===== src/design/dop_pkg.sv =====
// ----------------------------------------------------------------------------
// DHCP option parser package
// Widths, option codes, length rules and result status codes shared by the
// parser, its channel interfaces, the checker and the testbench.
// ----------------------------------------------------------------------------
package dop_pkg;

   localparam int BYTE_W   = 8;
   localparam int IP_W     = 32;
   localparam int MAC_W    = 48;
   localparam int STATUS_W = 2;

   // Result status codes.
   localparam logic [STATUS_W-1:0] STATUS_OK        = 2'd0;
   localparam logic [STATUS_W-1:0] STATUS_MALFORMED = 2'd1;
   localparam logic [STATUS_W-1:0] STATUS_BAD_LEN   = 2'd2;

   // Option codes.
   localparam logic [BYTE_W-1:0] CODE_PAD      = 8'd0;
   localparam logic [BYTE_W-1:0] CODE_REQIP    = 8'd50;
   localparam logic [BYTE_W-1:0] CODE_MSGTYPE  = 8'd53;
   localparam logic [BYTE_W-1:0] CODE_CLIENTID = 8'd61;
   localparam logic [BYTE_W-1:0] CODE_END      = 8'd255;

   // Required option lengths.
   localparam logic [BYTE_W-1:0] MSGTYPE_LEN  = 8'd1;
   localparam logic [BYTE_W-1:0] REQIP_LEN    = 8'd4;
   localparam logic [BYTE_W-1:0] CID_MIN_LEN  = 8'd2;
   localparam logic [BYTE_W-1:0] CID_ETH_LEN  = 8'd7;

   // Client identifier hardware type for Ethernet.
   localparam logic [BYTE_W-1:0] HWTYPE_ETHERNET = 8'd1;

   // Message types that the server answers.
   localparam logic [BYTE_W-1:0] MSG_DISCOVER = 8'd1;
   localparam logic [BYTE_W-1:0] MSG_REQUEST  = 8'd3;

endpackage


===== src/design/dop_if.sv =====
// ----------------------------------------------------------------------------
// DHCP option parser channel interfaces
// Valid/ready channels for option bytes in and packet results out.
// ----------------------------------------------------------------------------
interface dop_req_if;
   logic                         valid;
   logic                         ready;
   logic [dop_pkg::BYTE_W-1:0]   opt_byte;
   logic                         last_byte;
   logic [dop_pkg::IP_W-1:0]     hdr_client_ip;
   logic [dop_pkg::MAC_W-1:0]    hdr_client_mac;

   modport source (output valid, opt_byte, last_byte, hdr_client_ip, hdr_client_mac,
                   input ready);
   modport sink   (input valid, opt_byte, last_byte, hdr_client_ip, hdr_client_mac,
                   output ready);
endinterface

interface dop_rsp_if;
   logic                         valid;
   logic                         ready;
   logic [dop_pkg::STATUS_W-1:0] status;
   logic [dop_pkg::BYTE_W-1:0]   msg_type;
   logic                         client_id_seen;
   logic [dop_pkg::MAC_W-1:0]    client_mac;
   logic [dop_pkg::IP_W-1:0]     preferred_ip;
   logic                         serve;

   modport source (output valid, status, msg_type, client_id_seen, client_mac,
                   preferred_ip, serve, input ready);
   modport sink   (input valid, status, msg_type, client_id_seen, client_mac,
                   preferred_ip, serve, output ready);
endinterface


===== src/design/dhcp_option_parser.sv =====
// ----------------------------------------------------------------------------
// DHCP option parser
// Walks the option area of a DHCP packet one byte per item and reports the
// message type, client MAC and preferred IP once per packet.
// ----------------------------------------------------------------------------
// The parser takes one option byte per clock cycle while its input is not
// held off as described below. The parse state is updated on the
// cycle a byte is accepted, and the packet's result is loaded into a single
// output register at the edge that accepts the byte marked last, so it is
// presented on the following cycle. Bytes keep flowing while that result
// waits; only when the output register is full and not being taken is the
// input held off. Bytes after the End option, or after an option with a bad
// length, are consumed without effect up to the last byte of the packet.
module dhcp_option_parser (
   input logic clock,
   input logic reset,
   dop_req_if.sink   req_ch,
   dop_rsp_if.source rsp_ch
);
   import dop_pkg::*;

   typedef enum logic [2:0] {
      PH_START,
      PH_CODE,
      PH_LEN,
      PH_DATA,
      PH_DONE
   } phase_type;

   phase_type              phase_ff, phase_in;
   logic [BYTE_W-1:0]      cur_code_ff, cur_code_in;
   logic [BYTE_W-1:0]      opt_length_ff, opt_length_in;
   logic [BYTE_W-1:0]      bytes_left_ff, bytes_left_in;
   logic [STATUS_W-1:0]    pend_status_ff, pend_status_in;
   logic                   bad_len_ff, bad_len_in;
   logic [BYTE_W-1:0]      msg_type_ff, msg_type_in;
   logic                   id_seen_ff, id_seen_in;
   logic                   id_eth_ff, id_eth_in;
   logic [MAC_W-1:0]       mac_ff, mac_in;
   logic [IP_W-1:0]        ip_ff, ip_in;

   logic                   rsp_valid_ff;
   logic [STATUS_W-1:0]    rsp_status_ff, rsp_status_in;
   logic [BYTE_W-1:0]      rsp_msg_type_ff, rsp_msg_type_in;
   logic                   rsp_id_seen_ff, rsp_id_seen_in;
   logic [MAC_W-1:0]       rsp_mac_ff, rsp_mac_in;
   logic [IP_W-1:0]        rsp_ip_ff, rsp_ip_in;
   logic                   rsp_serve_ff, rsp_serve_in;

   logic                   req_fire;
   logic                   rsp_fire;
   logic [BYTE_W-1:0]      b;

   assign req_ch.ready = !rsp_valid_ff || rsp_ch.ready;
   assign req_fire     = req_ch.valid && req_ch.ready;
   assign rsp_fire     = rsp_valid_ff && rsp_ch.ready;
   assign b            = req_ch.opt_byte;

   // Per-byte parse step. Blocking updates mirror the order of the option walk.
   always_comb begin
      phase_in       = phase_ff;
      cur_code_in    = cur_code_ff;
      opt_length_in  = opt_length_ff;
      bytes_left_in  = bytes_left_ff;
      pend_status_in = pend_status_ff;
      bad_len_in     = bad_len_ff;
      msg_type_in    = msg_type_ff;
      id_seen_in     = id_seen_ff;
      id_eth_in      = id_eth_ff;
      mac_in         = mac_ff;
      ip_in          = ip_ff;

      // The first byte of a packet loads the header defaults.
      if (phase_ff == PH_START) begin
         ip_in          = req_ch.hdr_client_ip;
         mac_in         = req_ch.hdr_client_mac;
         msg_type_in    = '0;
         id_seen_in     = 1'b0;
         id_eth_in      = 1'b0;
         bad_len_in     = 1'b0;
         pend_status_in = STATUS_OK;
      end

      unique case (phase_ff)
         PH_START, PH_CODE: begin
            if (b == CODE_PAD) begin
               phase_in = PH_CODE;
            end else if (b == CODE_END) begin
               pend_status_in = STATUS_OK;
               phase_in       = PH_DONE;
            end else begin
               cur_code_in = b;
               phase_in    = PH_LEN;
            end
         end
         PH_LEN: begin
            opt_length_in = b;
            bytes_left_in = b;
            id_eth_in     = 1'b0;
            if (cur_code_ff == CODE_MSGTYPE) begin
               bad_len_in = (b != MSGTYPE_LEN);
            end else if (cur_code_ff == CODE_CLIENTID) begin
               bad_len_in = (b < CID_MIN_LEN);
            end else if (cur_code_ff == CODE_REQIP) begin
               bad_len_in = (b != REQIP_LEN);
            end else begin
               bad_len_in = 1'b0;
            end
            if (b == '0) begin
               if (bad_len_in) begin
                  pend_status_in = STATUS_BAD_LEN;
                  phase_in       = PH_DONE;
               end else begin
                  phase_in = PH_CODE;
               end
            end else begin
               phase_in = PH_DATA;
            end
         end
         PH_DATA: begin
            if (!bad_len_ff) begin
               if (cur_code_ff == CODE_MSGTYPE) begin
                  msg_type_in = b;
               end else if (cur_code_ff == CODE_CLIENTID) begin
                  // The first content byte is the hardware type.
                  if (bytes_left_ff == opt_length_ff) begin
                     id_eth_in = (b == HWTYPE_ETHERNET);
                     if (b == HWTYPE_ETHERNET && opt_length_ff != CID_ETH_LEN) begin
                        bad_len_in = 1'b1;
                     end
                  end else if (id_eth_ff) begin
                     mac_in = {mac_ff[MAC_W-BYTE_W-1:0], b};
                  end
               end else if (cur_code_ff == CODE_REQIP) begin
                  ip_in = {ip_ff[IP_W-BYTE_W-1:0], b};
               end
            end
            bytes_left_in = bytes_left_ff - 8'd1;
            if (bytes_left_in == '0) begin
               if (bad_len_in) begin
                  pend_status_in = STATUS_BAD_LEN;
                  phase_in       = PH_DONE;
               end else begin
                  if (cur_code_ff == CODE_CLIENTID && id_eth_in) begin
                     id_seen_in = 1'b1;
                  end
                  phase_in = PH_CODE;
               end
            end
         end
         PH_DONE: begin
         end
         default: begin
         end
      endcase

      // Result for the packet, used only when this byte is the last one.
      rsp_status_in = (phase_in == PH_DONE) ? pend_status_in : STATUS_MALFORMED;
      if (rsp_status_in == STATUS_OK) begin
         rsp_msg_type_in = msg_type_in;
         rsp_id_seen_in  = id_seen_in;
         rsp_mac_in      = mac_in;
         rsp_ip_in       = ip_in;
         rsp_serve_in    = (msg_type_in == MSG_DISCOVER) || (msg_type_in == MSG_REQUEST);
      end else begin
         rsp_msg_type_in = '0;
         rsp_id_seen_in  = 1'b0;
         rsp_mac_in      = '0;
         rsp_ip_in       = '0;
         rsp_serve_in    = 1'b0;
      end

      if (req_ch.last_byte) begin
         phase_in      = PH_START;
         cur_code_in   = '0;
         opt_length_in = '0;
         bytes_left_in = '0;
         bad_len_in    = 1'b0;
      end
   end

   always_ff @(posedge clock) begin
      if (reset) begin
         phase_ff     <= PH_START;
         rsp_valid_ff <= 1'b0;
      end else begin
         if (req_fire) begin
            phase_ff       <= phase_in;
            cur_code_ff    <= cur_code_in;
            opt_length_ff  <= opt_length_in;
            bytes_left_ff  <= bytes_left_in;
            pend_status_ff <= pend_status_in;
            bad_len_ff     <= bad_len_in;
            msg_type_ff    <= msg_type_in;
            id_seen_ff     <= id_seen_in;
            id_eth_ff      <= id_eth_in;
            mac_ff         <= mac_in;
            ip_ff          <= ip_in;
         end
         if (req_fire && req_ch.last_byte) begin
            rsp_valid_ff    <= 1'b1;
            rsp_status_ff   <= rsp_status_in;
            rsp_msg_type_ff <= rsp_msg_type_in;
            rsp_id_seen_ff  <= rsp_id_seen_in;
            rsp_mac_ff      <= rsp_mac_in;
            rsp_ip_ff       <= rsp_ip_in;
            rsp_serve_ff    <= rsp_serve_in;
         end else if (rsp_fire) begin
            rsp_valid_ff <= 1'b0;
         end
      end
   end

   assign rsp_ch.valid          = rsp_valid_ff;
   assign rsp_ch.status         = rsp_status_ff;
   assign rsp_ch.msg_type       = rsp_msg_type_ff;
   assign rsp_ch.client_id_seen = rsp_id_seen_ff;
   assign rsp_ch.client_mac     = rsp_mac_ff;
   assign rsp_ch.preferred_ip   = rsp_ip_ff;
   assign rsp_ch.serve          = rsp_serve_ff;

   // A last byte always leaves a result behind and rearms the packet start.
   a_last_gives_result: assert property (@(posedge clock) disable iff (reset)
      (req_fire && req_ch.last_byte) |=> (rsp_ch.valid && phase_ff == PH_START))
      else $error("last byte did not produce a result or rearm the parser");

   // A rejected packet reports no fields.
   a_reject_clears: assert property (@(posedge clock) disable iff (reset)
      (rsp_ch.valid && rsp_ch.status != STATUS_OK) |->
      (rsp_ch.msg_type == '0 && !rsp_ch.client_id_seen && rsp_ch.client_mac == '0 &&
       rsp_ch.preferred_ip == '0 && !rsp_ch.serve))
      else $error("rejected packet carries field values");

   // Serve only for an accepted Discover or Request.
   a_serve_rule: assert property (@(posedge clock) disable iff (reset)
      (rsp_ch.valid && rsp_ch.serve) |->
      (rsp_ch.status == STATUS_OK &&
       (rsp_ch.msg_type == MSG_DISCOVER || rsp_ch.msg_type == MSG_REQUEST)))
      else $error("serve flag set for a packet that should not be served");

   // Inside an option's content there is always at least one byte left.
   a_data_count: assert property (@(posedge clock) disable iff (reset)
      (phase_ff == PH_DATA) |-> (bytes_left_ff != '0))
      else $error("option content phase with no bytes left");

endmodule


===== src/flat_wrapper.sv =====
// flat-port wrapper written by rule: the top's interface ports become plain ports
module dhcp_option_parser_flat import dop_pkg::*;
  (clock, reset, req_ch_valid, req_ch_opt_byte, req_ch_last_byte, req_ch_hdr_client_ip, req_ch_hdr_client_mac, req_ch_ready, rsp_ch_valid, rsp_ch_status, rsp_ch_msg_type, rsp_ch_client_id_seen, rsp_ch_client_mac, rsp_ch_preferred_ip, rsp_ch_serve, rsp_ch_ready);
  dop_req_if req_ch_i ();
  dop_rsp_if rsp_ch_i ();
  input logic clock;
  input logic reset;
  input wire logic [$bits(req_ch_i.valid)-1:0] req_ch_valid;
  input wire logic [$bits(req_ch_i.opt_byte)-1:0] req_ch_opt_byte;
  input wire logic [$bits(req_ch_i.last_byte)-1:0] req_ch_last_byte;
  input wire logic [$bits(req_ch_i.hdr_client_ip)-1:0] req_ch_hdr_client_ip;
  input wire logic [$bits(req_ch_i.hdr_client_mac)-1:0] req_ch_hdr_client_mac;
  output wire logic [$bits(req_ch_i.ready)-1:0] req_ch_ready;
  output wire logic [$bits(rsp_ch_i.valid)-1:0] rsp_ch_valid;
  output wire logic [$bits(rsp_ch_i.status)-1:0] rsp_ch_status;
  output wire logic [$bits(rsp_ch_i.msg_type)-1:0] rsp_ch_msg_type;
  output wire logic [$bits(rsp_ch_i.client_id_seen)-1:0] rsp_ch_client_id_seen;
  output wire logic [$bits(rsp_ch_i.client_mac)-1:0] rsp_ch_client_mac;
  output wire logic [$bits(rsp_ch_i.preferred_ip)-1:0] rsp_ch_preferred_ip;
  output wire logic [$bits(rsp_ch_i.serve)-1:0] rsp_ch_serve;
  input wire logic [$bits(rsp_ch_i.ready)-1:0] rsp_ch_ready;
  assign req_ch_i.valid = req_ch_valid;
  assign req_ch_i.opt_byte = req_ch_opt_byte;
  assign req_ch_i.last_byte = req_ch_last_byte;
  assign req_ch_i.hdr_client_ip = req_ch_hdr_client_ip;
  assign req_ch_i.hdr_client_mac = req_ch_hdr_client_mac;
  assign req_ch_ready = req_ch_i.ready;
  assign rsp_ch_valid = rsp_ch_i.valid;
  assign rsp_ch_status = rsp_ch_i.status;
  assign rsp_ch_msg_type = rsp_ch_i.msg_type;
  assign rsp_ch_client_id_seen = rsp_ch_i.client_id_seen;
  assign rsp_ch_client_mac = rsp_ch_i.client_mac;
  assign rsp_ch_preferred_ip = rsp_ch_i.preferred_ip;
  assign rsp_ch_serve = rsp_ch_i.serve;
  assign rsp_ch_i.ready = rsp_ch_ready;
  dhcp_option_parser u_core (.clock(clock), .reset(reset), .req_ch(req_ch_i), .rsp_ch(rsp_ch_i));
endmodule

===== config.mk =====
export PLATFORM = sky130hd
export DESIGN_NAME = dhcp_option_parser_flat
export DESIGN_NICKNAME = d
export VERILOG_FILES = /design/src/design/dop_pkg.sv /design/src/design/dop_if.sv /design/src/design/dhcp_option_parser.sv /design/src/flat_wrapper.sv
export SDC_FILE = /design/constraint.sdc
export NUM_CORES = 1
export LEC_CHECK = 0
export BUFFER_PORTS_ARGS = -buffer_cell sky130_fd_sc_hd__clkbuf_2
export CAP_MARGIN = 40
export CORE_MARGIN = 2
export CORE_UTILIZATION = 50
export DETAILED_ROUTE_END_ITERATION = 10
export PLACE_DENSITY_LB_ADDON = 0.15
export SLEW_MARGIN = 10
export SYNTH_ARGS = -nofsm -noshare
export SYNTH_HDL_FRONTEND = slang
export SYNTH_SLANG_ARGS = --single-unit
export TNS_END_PERCENT = 5

===== constraint.sdc =====
create_clock -name clock -period 9.63 [get_ports clock]
set_input_delay 0.4815 -clock clock [delete_from_list [all_inputs] [get_ports clock]]
set_output_delay 0.4815 -clock clock [all_outputs]
set_load 0.02 [all_outputs]

Word level (Yosys, flattened, before mapping)
Index checks and enable logic that the tools add are counted. Widths: inputs -> output; s select.

Output and inout port bits: 94. Bits in registers: 213. Input port bits: 93. ROM bits: 0. Bits in writable memories: 0. Word-level logic and storage cells: 125. Bits in latches: 0. Memories kept: 0.

Shifts and indexed selects: 0. Bitwise gates (word level): 1. Reduce and logical (&&, ||, !) cells: 22. Mux-type cells: 65. Multipliers: 0. Equality and inequality tests: 17. Divide/modulo/power cells: 0. Order comparisons: 1. Add/sub/neg operators: 1.

Operators by type and width (number): $mux 48 (7); $mux 32 (6); $mux 8 (8); $eq 8x6->1 const B (3); $mux 1 (24); $mux 3 (7); $eq 8x1->1 const B (2); $logic_not 8->1 (2); $mux 2 (8); $ne 8x3->1 const B (2); $pmux 8 s2 (1); $pmux 3 s3 (1); $eq 8x2->1 const B (1); $eq 8x8->1 (1); $eq 8x8->1 const B (1); $lt 8x2->1 const B (1); $ne 8x1->1 const B (1); $sub 8x1->8 const B (1); $eq 3x2->1 const B (2); $pmux 2 s3 (1); $reduce_and 3->1 (2); $reduce_bool 2->1 (3); $logic_and 1x1->1 (5); $reduce_and 5->1 (1); other kinds (12) (16).

Logic depth before layout (Yosys ltp)
Gate-level depths: netlist of run 1.

Depth after elaboration: 14. Gate-level depth with buffers: 11. Gate-level depth less buffers: 9.

Worst setup path before layout of run 1
Ideal clock, no wire load.

Path kind: input -> register. Start: in rsp_ch_ready. End: reg u_core.rsp_valid_ff (netlist: u_core.rsp_ch.valid). Data required time: 9.521 ns. Path buffers: 0. Stages: 4. Arrival time: 7.782 ns. Path slack: 1.739 ns. Path through: nand2b_1 nand2_1 nor3_1 o21bai_1.

Cells in the longest elaborated chain, start to end: 4. Elaborated cells between the ends (all ways): 6. Classes of those cells: mux (1); reduce/logical (5).

RTL lines: from (decl) (RTL line flat_wrapper.sv:21) `input wire logic [$bits(rsp_ch_i.ready)-1:0] rsp_ch_ready;`; $logic_or 1x1->1 (RTL line dhcp_option_parser.sv:54) `assign req_ch.ready = !rsp_valid_ff || rsp_ch.ready;`; $logic_and 1x1->1 (RTL line dhcp_option_parser.sv:55) `assign req_fire = req_ch.valid && req_ch.ready;`; $logic_and 1x1->1 (RTL line dhcp_option_parser.sv:200) `if (req_fire && req_ch.last_byte) begin`; $mux 1 / $reduce_bool 2->1 (equally long branches); to (signal assigned) (RTL line dhcp_option_parser.sv:185) `rsp_valid_ff <= 1'b0;`; to (signal assigned) (RTL line dhcp_option_parser.sv:201) `rsp_valid_ff <= 1'b1;`; to (signal assigned) (RTL line dhcp_option_parser.sv:209) `rsp_valid_ff <= 1'b0;`; to (decl) (RTL line dhcp_option_parser.sv:42) `logic rsp_valid_ff;`.

Parallel ways exist; a longest one is shown, timed or not. A chain may end at the register's enable or synchronous reset.

Worst setup path after layout of run 1
Start: reg u_core.bytes_left_ff[0]. End: reg u_core.rsp_mac_ff[15] (netlist: u_core.rsp_ch.client_mac[15]) (data pin).

Cells in the longest elaborated chain, start to end: 12. Elaborated cells between the ends (all ways): 22. Classes of those cells: add/sub (1); eq/ne (2); mux (17); reduce/logical (2).

RTL lines: from (decl) (RTL line dhcp_option_parser.sv:33) `logic [BYTE_W-1:0] bytes_left_ff, bytes_left_in;`; from (signal assigned) (RTL line dhcp_option_parser.sv:191) `bytes_left_ff <= bytes_left_in;`; $eq 8x8->1 (RTL line dhcp_option_parser.sv:126) `if (bytes_left_ff == opt_length_ff) begin`; $mux 1 (RTL line dhcp_option_parser.sv:126); $mux 1 (RTL line dhcp_option_parser.sv:124) `end else if (cur_code_ff == CODE_CLIENTID) begin`; $mux 1 (RTL line dhcp_option_parser.sv:122) `if (cur_code_ff == CODE_MSGTYPE) begin`; $mux 1 (RTL line dhcp_option_parser.sv:121) `if (!bad_len_ff) begin`; $mux 1 (RTL line dhcp_option_parser.sv:84) `unique case (phase_ff)`; $mux 3 (RTL line dhcp_option_parser.sv:140) `if (bad_len_in) begin`; $mux 3 (RTL line dhcp_option_parser.sv:139) `if (bytes_left_in == '0) begin`; $pmux 3 s3 (RTL line dhcp_option_parser.sv:84); $eq 3x3->1 (RTL line dhcp_option_parser.sv:158) `rsp_status_in = (phase_in == PH_DONE) ? pend_status_in : STATUS_MALFORMED;`; $mux 2 (RTL line dhcp_option_parser.sv:158); $logic_not 2->1 (RTL line dhcp_option_parser.sv:159) `if (rsp_status_in == STATUS_OK) begin`; to (signal assigned) (RTL line dhcp_option_parser.sv:205) `rsp_mac_ff <= rsp_mac_in;`; to (decl) (RTL line dhcp_option_parser.sv:46) `logic [MAC_W-1:0] rsp_mac_ff, rsp_mac_in;`.

Parallel ways exist; a longest one is shown, timed or not. The select of a mux whose other input is x is not followed.

==> metrics list, run 1 <==
- The critical path in this run is classified as flip-flop to flip-flop.
- STA classifies the critical path startpoint as a flip-flop.
* Critical path, cell by cell: inv_1 > ha_1 > or3b_1 > or3_1 > nand4_1 > o21ba_1 > nor4b_2 > nor2_4 > buf_4 > buf_4 > nor4b_2
* Synthesized area: 10,600 um2
- For this run, design rule violations remaining after detail routing come to 0.
* Count of vias placed by the detailed router: 7,437
* TritonCTS Buffers: 23
- Std-Cell Core Area: 21,000 um2
- GR Util All Layers: 0.235
- After global routing the overflow that remains totals 0.
- Die Outline Area: 22,400 um2
* Wire length on met3: 1950 um
- The path with the worst hold slack has its endpoint at u_core.phase_ff[1].
- A synthesized cell averages approximately 13 um2.
- Leaving out fill and tap cells, the most frequent cell in the layout is edfxtp_1.
- Final weighted congestion of routability-driven global placement: 0.856
- In this run the core area contains 53 standard-cell rows.
- Peak Freq: 0.259 GHz
- Setup repair after global routing left no endpoint under its margin.
* Reg2Reg Capture Point: u_core.rsp_ch.client_mac[15]
- The run finished with clean final reports.
- Post-layout util: 0.599
- Cell with the biggest individual delay on the critical path: buf_4
- Vertical extent of the die: ~150 um
- Tcrit/Tclk final: 0.400
* Fraction of final layout cells with drive strength greater than 1: 0.332
* Post-Route Setup TNS: 0 ns
- DRT met1 WL: around 12,000 um
- Counting cells, the worst reg-to-reg path comes to 11.
* Wire length of the first global-routing pass: 41,100 um
- Leakage: 4.50 nW
- In the synthesized netlist the dominant register cell turns out to be edfxtp_1.
* Final Non-Filler Cells: 1,289
- DR top layer: met4
* Min setup slack post-route: 5.77 ns
- For this run, the slowest stage of the critical path takes about 0.78 ns.
- Routed via count divided by cell count: 5.77
- Max-capacitance violation count: 0
* Number of antenna repair diodes: 0
- After filler insertion, the fill cell instance count of the layout stands at 1,722.
- Initial DRT Pass Iterations: 5
- For this design the ratio of total power to cell area is about 180 nW/um2.
* H-tree depth: 1
* Number of nets in the synthesized netlist: 933
* Most frequent cells in the layout: 209 x edfxtp_1, 186 x clkbuf_2, 101 x nor2_1, 90 x nand2_1, 82 x nor4b_2
- The root buffer cell chosen for the clock tree is clkbuf_16.
- Maximum number of buffers from clock root to sink: 3
- Input and output buffers added on the ports amount to 186.
- Met2 wire length: about 12,000 um
- Count of instances resized after the clock tree is built: 0
* CTS sink count: 213
* Maximum number of pins on one net before global-route repair: 65
- Along the worst hold path, the cell count comes to 2.
* Number of top-level pins: 187
* Die width: approximately 150 um
* Crit Path Max Fanout: 48
- Via count of the first global-routing pass: about 7,300
* Worst-case setup slack after placement: 5.71 ns
- Post-synthesis register bit count: 213
* Initial antenna violation count: 0
* Arrival time of the worst setup path: 4.07 ns
- Half-perimeter wire length of the detailed placement result: roughly 17,000 um
- Overall power of the completed layout: ~0.0022 W
* Starting Density: 0.506
- Clock tree from TritonCTS: done
- Average wire per standard cell: about 21 um
- For this run, the number of Yosys warnings is 0.
* Startpoint of the tightest hold check path: reset
* Area added between synthesis and finish: 18.3%
* Number of antenna-violating nets in the routed design: 0
- Worst IR Drop VDD: 0.000132 V
- In this run the tightest slew margin relative to its limit is 0.443.
- Max Transition Viols Final: 0
- 1st-iter DRT viols: 682
- Flop-to-flop setup slack: about 5.8 ns
* R2r startpoint: u_core.bytes_left_ff[0]
- Number of synthesized flops with an enable pin: around 210
- Fin Clk Skew: approximately 0.018 ns
- At the pin with the least slew margin, the transition time is 0.835 ns.
- The final layout contains routed wiring with a total length of ~27,000 um.
- # setup viols final: 0
- Counting I/O delays and the setup requirement, the final critical path takes 3.86 ns.
* Sort of element at the end of the critical path: flip-flop
- Fraction of registers with async set or reset after synthesis: 0
* Post-CTS setup buffer count: 0
* Clock transition at the registers of the reported paths: 0.06 ns
- Share of the yosys chip area belonging to registers: 0.599
- STA puts the critical path data required time at 9.85 ns.
- Count of hold buffers inserted by post-cts repair: 0
- Net count reported at finish: roughly 1,100
- Cell total after placement: 1,247
- At the later pin of the worst-skew pair, clock insertion delay measures 0.51 ns.
- Synth Instances: 838
* Class of the tightest hold or removal check: primary input to flip-flop
* Netlist cell types: between 50 and 60
* Total count of hold-check failures in the final report: 0
synth_stat cells (10+ instances only):
cell type	instances	area share
nor2_1	103	0.036
nor3_1	12	0.0057
xnor2_1	11	0.0091
nand2_1	90	0.032
nor2b_1	10	0.0059
a211oi_1	10	0.0071
clkbuf_1	54	0.019
nor4b_2	82	0.12
edfxtp_1	209	0.59
o21ai_0	12	0.0057
a31oi_1	32	0.019
a21oi_1	56	0.026
mux2i_1	48	0.045
stage by stage:
stage / hold slack, ns / cell area, um2
floorplan: 0.509 / 10600
global placement: 0.542 / 11700
detailed placement: 0.544 / 11800
CTS: 0.299 / 12600
global route: 0.329 / 12600
finish: 0.314 / 12600
area by class of cell:
type                            instances  area (um2)  area share
Sequential cell                       213        6360       0.506
Multi-Input combinational cell        544        3930       0.313
Timing Repair Buffer                  209        1160      0.0921
Tap cell                              275         344      0.0274
Inverter                                6        22.5     0.00179
Clock inverter                         14         149      0.0119
Clock buffer                           28         594      0.0473
critical path, delay by kind of cell (launching register included):
family | cells | cell delay (ns)
flip-flops | 1 | 0.44
buffers and inverters | 3 | 1.46
AND/OR/NAND/NOR | 6 | 1.24
AO/OA/AOI/OAI | 1 | 0.20
adder cells (fa/ha/maj) | 1 | 0.18
sequential cells by signal, indices dropped and copies added, names as in the netlist:
signal	flops
u_core.id_seen_ff	1
u_core.mac_ff	48
u_core.rsp_ch.client_id_seen	1
u_core.rsp_ch.preferred_ip	32
u_core.ip_ff	32
u_core.bytes_left_ff	8
u_core.rsp_ch.valid	1
u_core.pend_status_ff	2
u_core.rsp_ch.msg_type	8
u_core.rsp_ch.status	2
u_core.phase_ff	3
u_core.rsp_ch.serve	1
u_core.msg_type_ff	8
u_core.id_eth_ff	1
u_core.bad_len_ff	1
u_core.opt_length_ff	8
u_core.rsp_ch.client_mac	48
u_core.cur_code_ff	8
routing by layer:
layer,track usage,vias to the layer above
met2,0.365,274
li1,-,3495
met5,0,-
met3,0.0540,38
met4,0.0675,0
met1,0.334,3630
worst max path at each step:
stage / from / to / slack [ns]
6_report: u_core.bytes_left_ff[0] / u_core.rsp_ch.client_mac[15] / 5.77
5_1_grt: u_core.bytes_left_ff[0] / u_core.rsp_ch.client_mac[1] / 5.52
4_1_cts: u_core.bytes_left_ff[0] / u_core.rsp_ch.client_id_seen / 5.76
3_5_place_dp: req_ch_opt_byte[5] / u_core.rsp_ch.client_mac[15] / 5.71
3_3_place_gp: req_ch_opt_byte[5] / u_core.rsp_ch.msg_type[0] / 5.38
2_1_floorplan: rsp_ch_ready / u_core.rsp_ch.valid / 1.74
power breakdown:
group	total (W)	switching (W)	internal, W	leakage [nW]
Clock	0.000881	0.000361	0.000520	0.367
Combinational	0.000236	0.000146	0.0000908	2.19
Sequential	0.00109	0.0000210	0.00107	1.94
cells by family (layout without fill, tap and decap cells):
group	count (synthesis)	after routing	synth area share
and+or+nand+nor	349	349	0.233
DFF	213	213	0.599
AOI/OAI and AO/OA	133	133	0.0738
buffers and inverters	81	257	0.0364
muxes	48	48	0.0453
xor gates and xnor gates	12	12	0.00991
adders and majority gates	2	2	0.00236
No activity file was read; power rests on OpenSTA's default activity.
==> inputs of run 2 (changes only) <==
Clock period 9.63 ns to 3.3 ns, I/O delays scaled along.
==> run 2 against run 1 <==
  * Sequential cell count unchanged
  * Largest cell class unchanged
  * Routed wire length down 0.85%
  * Die area unchanged
  * Critical path depth down 1
  * Sequential power rose to 2.9 times the previous value
  * Setup slack worse by 5.6 ns
==> metrics list, run 2 (synthesis gave the netlist of run 1 again) <==
- The run finished with clean final reports.
* Worst IR Drop VDD: 0.000337 V (+160%)
- The final number of setup-violating endpoints was 0 (unchanged).
- The clock-pin slew of the registers on the worst-case setup and hold paths was 0.06 ns (about the same).
- STA classifies the critical path startpoint as a flip-flop.
- The count of boundary I/O pins is 187 (unchanged).
- Max Transition Viols Final: 0 (unchanged)
- Transition time of the tightest slew-check pin: 0.850 ns (+0.0154 ns)
* Wire length of the first global-routing pass: 40,500 um (-1.4%)
- The library cells used most frequently in the layout, excluding fill and tap cells, are 209 x edfxtp_1, 186 x clkbuf_2, 101 x nor2_1, 89 x nand2_1, 82 x nor4b_2.
* Area added between synthesis and finish: 20.7%
* Cell total after placement: 1,262 (+1.2%)
- Number of antenna-violating nets in the routed design: 0 (unchanged)
- The cell that appears most often on the critical path is nor4b_2.
- Final weighted congestion of routability-driven global placement: 0.875 (+2.2%)
- H-tree depth: 1 (unchanged)
- TritonCTS built the clock tree.
* Worst-case headroom to the max-slew limit: 0.431 (-0.0121)
* Peak Freq: 0.323 GHz (+25%)
- Fin Clk Skew: 0.00837 ns (-0.00989 ns)
- Setup repair after global routing missed its margin: false
* Power per Cell Area: 499 nW/um2 (+180%)
- The width of the die is 150 um (unchanged).
- DRC viols: 0 (unchanged)
- The number of inserted diodes was 0 (unchanged).
- Leaving out fill and tap cells, the most frequent cell in the layout is edfxtp_1.
- The die footprint is 22,400 um2 (unchanged).
* CTS sink count: 213 (unchanged)
- Placed standard-cell area: 12,100 um2 (+2.1%)
* Leakage: 4.61 nW (+2.5%)
- The final design instance area without fill is 12,800 um2 (+2.0%).
* Post-layout util: 0.611 (+0.0119)
* TritonCTS Buffers: 23 (unchanged)
- Initial DRT Pass Iterations: 5 (unchanged)
- Std-Cell Core Area: 21,000 um2 (unchanged)
* Average wire per standard cell: 20.3 um (-2.1%)
* Critical path start-end classification: flip-flop to flip-flop
- Maximum number of pins on one net before global-route repair: 97 (+49%)
* Vertical extent of the die: 150 um (unchanged)
- The ratio of cells with drive above 1 in the final layout is 0.342 (+0.0100).
- For this design, the slowest cell found on the critical path is nor2_4.
- In this run the clock root is driven by a clkbuf_16.
* Via count of the first global-routing pass: 7,333 (+0.16%)
* Sort of element at the end of the critical path: flip-flop
- Half-perimeter wire length of the detailed placement result: 17,600 um (+2.1%)
- Routed via count divided by cell count: 5.75 (-0.28%)
- 1st-iter DRT viols: 574 (-16%)
* Clock insertion delay at the later pin of the skew report: 0.51 ns (about the same)
- Class of the tightest hold or removal check: primary input to flip-flop
- The share of the clock period used by the worst path was 0.938 (+0.538).
* Total count of hold-check failures in the final report: 0 (unchanged)
- Post-CTS setup buffer count: 0 (unchanged)
- Walking the worst path, the cells encountered are inv_1 > ha_1 > or3b_1 > or3_1 > nand4_1 > o21ba_2 > nor4b_2 > nor2_4 > buf_12 > nor4b_2.
- Post-Route Setup TNS: 0 ns (unchanged)
- Delay of the slowest cell on the worst path: 0.54 ns (-0.24 ns)
- Initial antenna violation count: 0 (unchanged)
- The final critical path time including I/O delays and setup is 3.10 ns (-0.761 ns).
- The initial core utilization was 0.506 (unchanged).
* Site row count: 53 (unchanged)
* GR Util All Layers: 0.233 (-0.00266)
- The arrival time of data at the critical path endpoint was 3.34 ns (-0.73 ns).
* Residual overflow from global routing: 0 (unchanged)
- Final Non-Filler Cells: 1,306 (+1.3%)
- Maximum number of buffers from clock root to sink: 3 (unchanged)
* Max-capacitance violation count: 0 (unchanged)
- Net count reported at finish: 1,109 (+1.6%)
- WL final: 26,500 um (-0.85%)
* Port bufs: 186 (unchanged)
- The number of vias in the routed layout came to 7,514 (+1.0%).
- The required time of the critical path was 3.54 ns (-6.31 ns).
- Hold Worst Slack: 0.0369 ns (-0.277 ns)
- Crit Path Max Fanout: 36 (-25%)
-- run 2: changes by cell type in the layout (fill, tap and decap cells not counted), sizes merged --
cell	previous run	this run
buf	23	38
clkbuf	214	211
clkinv	9	12
dlygate4sd3	0	2
bufinv	3	2
clkinvlp	1	2
-- run 2: routing by layer --
metal | vias to the layer above | track usage | part of all wire
met5 | - | 0 | 0
met4 | 0 | 0.0693 | 0.026
met3 | 52 | 0.0424 | 0.069
met2 | 273 | 0.367 | 0.46
met1 | 3658 | 0.332 | 0.44
li1 | 3531 | - | -
-- run 2: timing repair --
item                                    CTS  global route
hold endpoints to repair                  2             0
resized for setup                         0             2
hold buffers                              2             0
endpoints found under the setup margin    0            38
-- run 2: report_power, final --
part / total [W] / internal, W / switching (W)
Combinational: 0.000734 / 0.000294 / 0.000440
Sequential: 0.00317 / 0.00311 / 0.0000592
Clock: 0.00248 / 0.00143 / 0.00105
Total: 0.00638 / 0.00484 / 0.00155
-- run 2: final timing paths --
path                           start                         to  slack (ns)  cells after the start
max          u_core.bytes_left_ff[0]  u_core.rsp_ch.msg_type[2]        0.20                     10
min          req_ch_hdr_client_ip[3]            u_core.ip_ff[3]        0.04                      3
max reg2reg  u_core.bytes_left_ff[0]  u_core.rsp_ch.msg_type[2]        0.20                     10
min reg2reg      u_core.rsp_ch.valid        u_core.rsp_ch.valid        0.52                      2
-- run 2: cell type report --
| cell class | count | area, um2 |
|---|---|---|
| fillers | 1714 | 8150 |
| flip-flops and latches | 213 | 6360 |
| multi-input cells | 544 | 3960 |
| repair buffers | 226 | 1410 |
| clock buffers | 25 | 583 |
| well taps | 275 | 344 |
| clock inverters | 17 | 133 |
| inverters | 6 | 22.5 |
-- run 2: worst max-delay path, delay by kind of cell, from the launching register on --
kind                       cells  cell delay [ns]
and+or+nand+nor                6             1.54
AOI/OAI and AO/OA              1             0.17
buffers and inverters          2             0.45
DFF                            1             0.44
adders and majority gates      1             0.18
-- run 2: metrics by stage --
| stage | power (W) | setup WS, ns |
|---|---|---|
| global route | 0.00660 | 0.00240 |
| floorplan | 0.00370 | 0.0291 |
| finish | 0.00638 | 0.205 |
| global placement | 0.00395 | 0.220 |
| CTS | 0.00643 | 0.158 |
| detailed placement | 0.00396 | 0.176 |
==> inputs of run 3 (changes only) <==
Settings changed: PLACE_DENSITY_LB_ADDON 0.15 to 0.25.
==> run 3 against run 2 <==
  * Final cell count is 0.23% lower
  * Design area is 0.37% lower
  * Routed wire length is 1.4% higher
  * Core utilization is 0.23 points lower
  * Via count is 0.71% higher
  * Clock skew is 0.0011 ns higher
  * Register-to-register slack worse by 0.03 ns
  * Sequential power hardly changed
  * Critical path depth stayed put
  * Die area stayed put
  * Highest routed layer unchanged
==> metrics list, run 3 (synthesis gave the netlist of run 1 again) <==
* Worst-case headroom to the max-slew limit: 0.461 (+0.0296)
- Average wire per standard cell: 20.6 um (+1.6%)
- Power per Cell Area: 498 nW/um2 (-0.19%)
- The flow ran to the end, and the final reports show no timing, DRC or antenna violations.
* Die Outline Area: 22,400 um2 (unchanged)
- The overall overflow remaining after global route came to 0 (unchanged).
* Cell with the biggest individual delay on the critical path: edfxtp_1
- Starting Density: 0.506 (unchanged)
- Sort of element at the end of the critical path: flip-flop
- The initial antenna violation count is 0 (unchanged).
- Leaving out fill and tap cells, the most frequent cell in the layout is edfxtp_1.
- The area growth from synthesis to layout is 20.2%.
- Placed standard-cell area: 12,000 um2 (-0.39%)
- The largest net degree at the start of global routing was 94 (-3.1%).
* Fin Clk Skew: 0.00948 ns (+0.00111 ns)
- The startpoint identified for the worst register-to-register timing path is u_core.bytes_left_ff[0].
* Std-Cell Core Area: 21,000 um2 (unchanged)
* Vertical extent of the die: 150 um (unchanged)
- The post-detailed-route via-to-cell ratio was 5.81 (+0.94%).
- Wire length of the first global-routing pass: 41,300 um (+1.9%)
- The maximum clock path buffer count was 3 (unchanged).
* Reg2Reg Capture Point: u_core.rsp_ch.client_mac[0]
- Cell total after placement: 1,260 (-0.16%)
- The count of pins over their slew limit was 0 (unchanged).
- The footprint of the multi-input gates was 3970 um2 (+0.22%).
- # setup viols final: 0 (unchanged)
* Endpoint with the worst hold slack: u_core.ip_ff[11]
- Transition time of the tightest slew-check pin: 0.806 ns (-0.0447 ns)
- The residual antenna-violating net count after detailed routing is 0 (unchanged).
- Number of antenna repair diodes: 0 (unchanged)
* Tmin final: 3.13 ns (+0.0339 ns)
* Initial DRT Pass Iterations: 5 (unchanged)
- The clock-pin slew of the registers on the worst-case setup and hold paths was 0.06 ns (about the same).
* Post-layout util: 0.609 (-0.00227)
- The number of global-route vias before repair is 7,246 (-1.2%).
- Fraction of final layout cells with drive strength greater than 1: 0.340 (-0.00192)
* Peak Freq: 0.320 GHz (-1.1%)
- Clock tree from TritonCTS: done
- The worst hold path begins at req_ch_hdr_client_ip[11].
* Number of top-level pins: 187 (unchanged)
- The width of the die was 150 um (unchanged).
- The H-tree depth was 1 (unchanged).
- The maximum fanout count along the critical path came to 36 (unchanged).
* Kind of start point of the critical path: flip-flop
- Final Non-Filler Cells: 1,303 (-0.23%)
- Arrival time of the worst setup path: 3.36 ns (+0.02 ns)
- Max-capacitance violation count: 0 (unchanged)
* Leakage: 4.60 nW (-0.30%)
- Net count reported at finish: 1,107 (-0.18%)
* GR Util All Layers: 0.237 (+0.00410)
- Leaving out fill and tap cells, the most frequent cells in the layout are 209 x edfxtp_1, 186 x clkbuf_2, 101 x nor2_1, 89 x nand2_1, 81 x nor4b_2.
* DRC viols: 0 (unchanged)
- Min-Delay Path Depth: 3 (unchanged)
- The number of inserted filler cells in the final layout came to 1,715 (+0.058%).
* WL final: 26,900 um (+1.4%)
* 1st-iter DRT viols: 719 (+25%)
* TritonCTS Buffers: 24 (+4.3%)
* Setup repair after global routing missed its margin: false
* Site row count: 53 (unchanged)
- Count of vias placed by the detailed router: 7,567 (+0.71%)
* R2R cell count: 10 (unchanged)
* Flop-to-flop setup slack: 0.17 ns (-0.03 ns)
- Delay of the slowest cell on the worst path: 0.44 ns (-0.10 ns)
- Critical path start-end classification: flip-flop to flip-flop
- Worst-case setup slack after placement: 0.243 ns (+0.0666 ns)
- The hold violation total from the final report came to 0 (unchanged).
- The total half-perimeter wirelength after legalization and detailed placement is 17,800 um (+1.0%).
- The insertion delay to the later sink of the worst-skew pair came to 0.51 ns (about the same).
- FF/Latch Area: 6360 um2 (unchanged)
* Data required time at the worst endpoint: 3.53 ns (about the same)
* Critical path, cell by cell: inv_1 > ha_1 > or3b_1 > or3_1 > nand4_1 > o21ba_1 > nor3_2 > o21ai_4 > buf_12 > nor4b_2
* Worst IR Drop VDD: 0.000351 V (+4.2%)
- CTS placed an instance of clkbuf_16 at the clock tree root.
- The final-layout setup total negative slack is 0 ns (unchanged).
- Class of the tightest hold or removal check: primary input to flip-flop
* Final weighted congestion of routability-driven global placement: 0.916 (+4.7%)
- Post-route cell area: 12,800 um2 (-0.37%)
- The share of the clock period used by the worst path was 0.948 (+0.0103).
- CTS sink count: 213 (unchanged)
- Post-CTS setup buffer count: 0 (unchanged)
* Min setup slack post-route: 0.171 ns (-0.0339 ns)
- Port bufs: 186 (unchanged)
run 3: cell count changes in the layout (fill, tap and decap cells not counted), sizes merged:
cell,previous run,this run
clkinvlp,2,0
dlygate4sd3,2,1
inv,7,6
clkbuf,211,215
buf,38,36
bufinv,2,1
run 3: worst max path at each step:
stage                                      to               startpoint  slack (ns)  cells after the start
3_5_place_dp     u_core.rsp_ch.client_mac[30]  u_core.bytes_left_ff[0]        0.24                     10
6_report          u_core.rsp_ch.client_mac[0]  u_core.bytes_left_ff[0]        0.17                     10
2_1_floorplan    u_core.rsp_ch.client_id_seen      u_core.rsp_ch.valid        0.03                      3
3_3_place_gp        u_core.rsp_ch.msg_type[2]  u_core.bytes_left_ff[0]        0.33                      9
4_1_cts          u_core.rsp_ch.client_mac[30]  u_core.bytes_left_ff[0]        0.21                     10
5_1_grt        u_core.rsp_ch.preferred_ip[25]  u_core.bytes_left_ff[0]        0.02                     10
run 3: what timing repair did:
item,CTS,global route
resized for setup,0,2
endpoints found under the setup margin,0,4
hold buffers,1,0
endpoints found under the hold margin,1,0
run 3: per-layer routing:
| layer | global-route usage | routed length [um] | vias to the layer above |
|---|---|---|---|
| li1 | - | - | 3530 |
| met1 | 0.334 | 11300 | 3683 |
| met2 | 0.377 | 12900 | 321 |
| met3 | 0.0601 | 2270 | 33 |
| met5 | 0 | 0 | - |
| met4 | 0.0453 | 398 | 0 |
run 3: power breakdown:
| part | switching [W] | total, W | internal (W) |
|---|---|---|---|
| Sequential | 0.0000581 | 0.00317 | 0.00312 |
| Combinational | 0.000443 | 0.000731 | 0.000287 |
| Clock | 0.00103 | 0.00244 | 0.00141 |
| Total | 0.00153 | 0.00635 | 0.00481 |
run 3: critical path: cells and delay by family (launching register included):
family / cells / cell delay [ns]
AO/OA/AOI/OAI: 2 / 0.62
adder cells (fa/ha/maj): 1 / 0.19
buffers and inverters: 2 / 0.43
flip-flops: 1 / 0.44
AND/OR/NAND/NOR: 5 / 1.10
run 3: cell type report:
type	count	share of cell area
well taps	275	0.0270
flip-flops and latches	213	0.498
inverters	6	0.00177
multi-input cells	544	0.311
clock buffers	29	0.0486
repair buffers	223	0.106
clock inverters	13	0.00765
run 3: per-stage QoR:
stage / hold slack, ns / power [W]
floorplan: 0.343 / 0.00370
finish: 0.0434 / 0.00635
global placement: 0.484 / 0.00394
CTS: 0.0231 / 0.00638
detailed placement: 0.489 / 0.00395
global route: 0.0342 / 0.00656
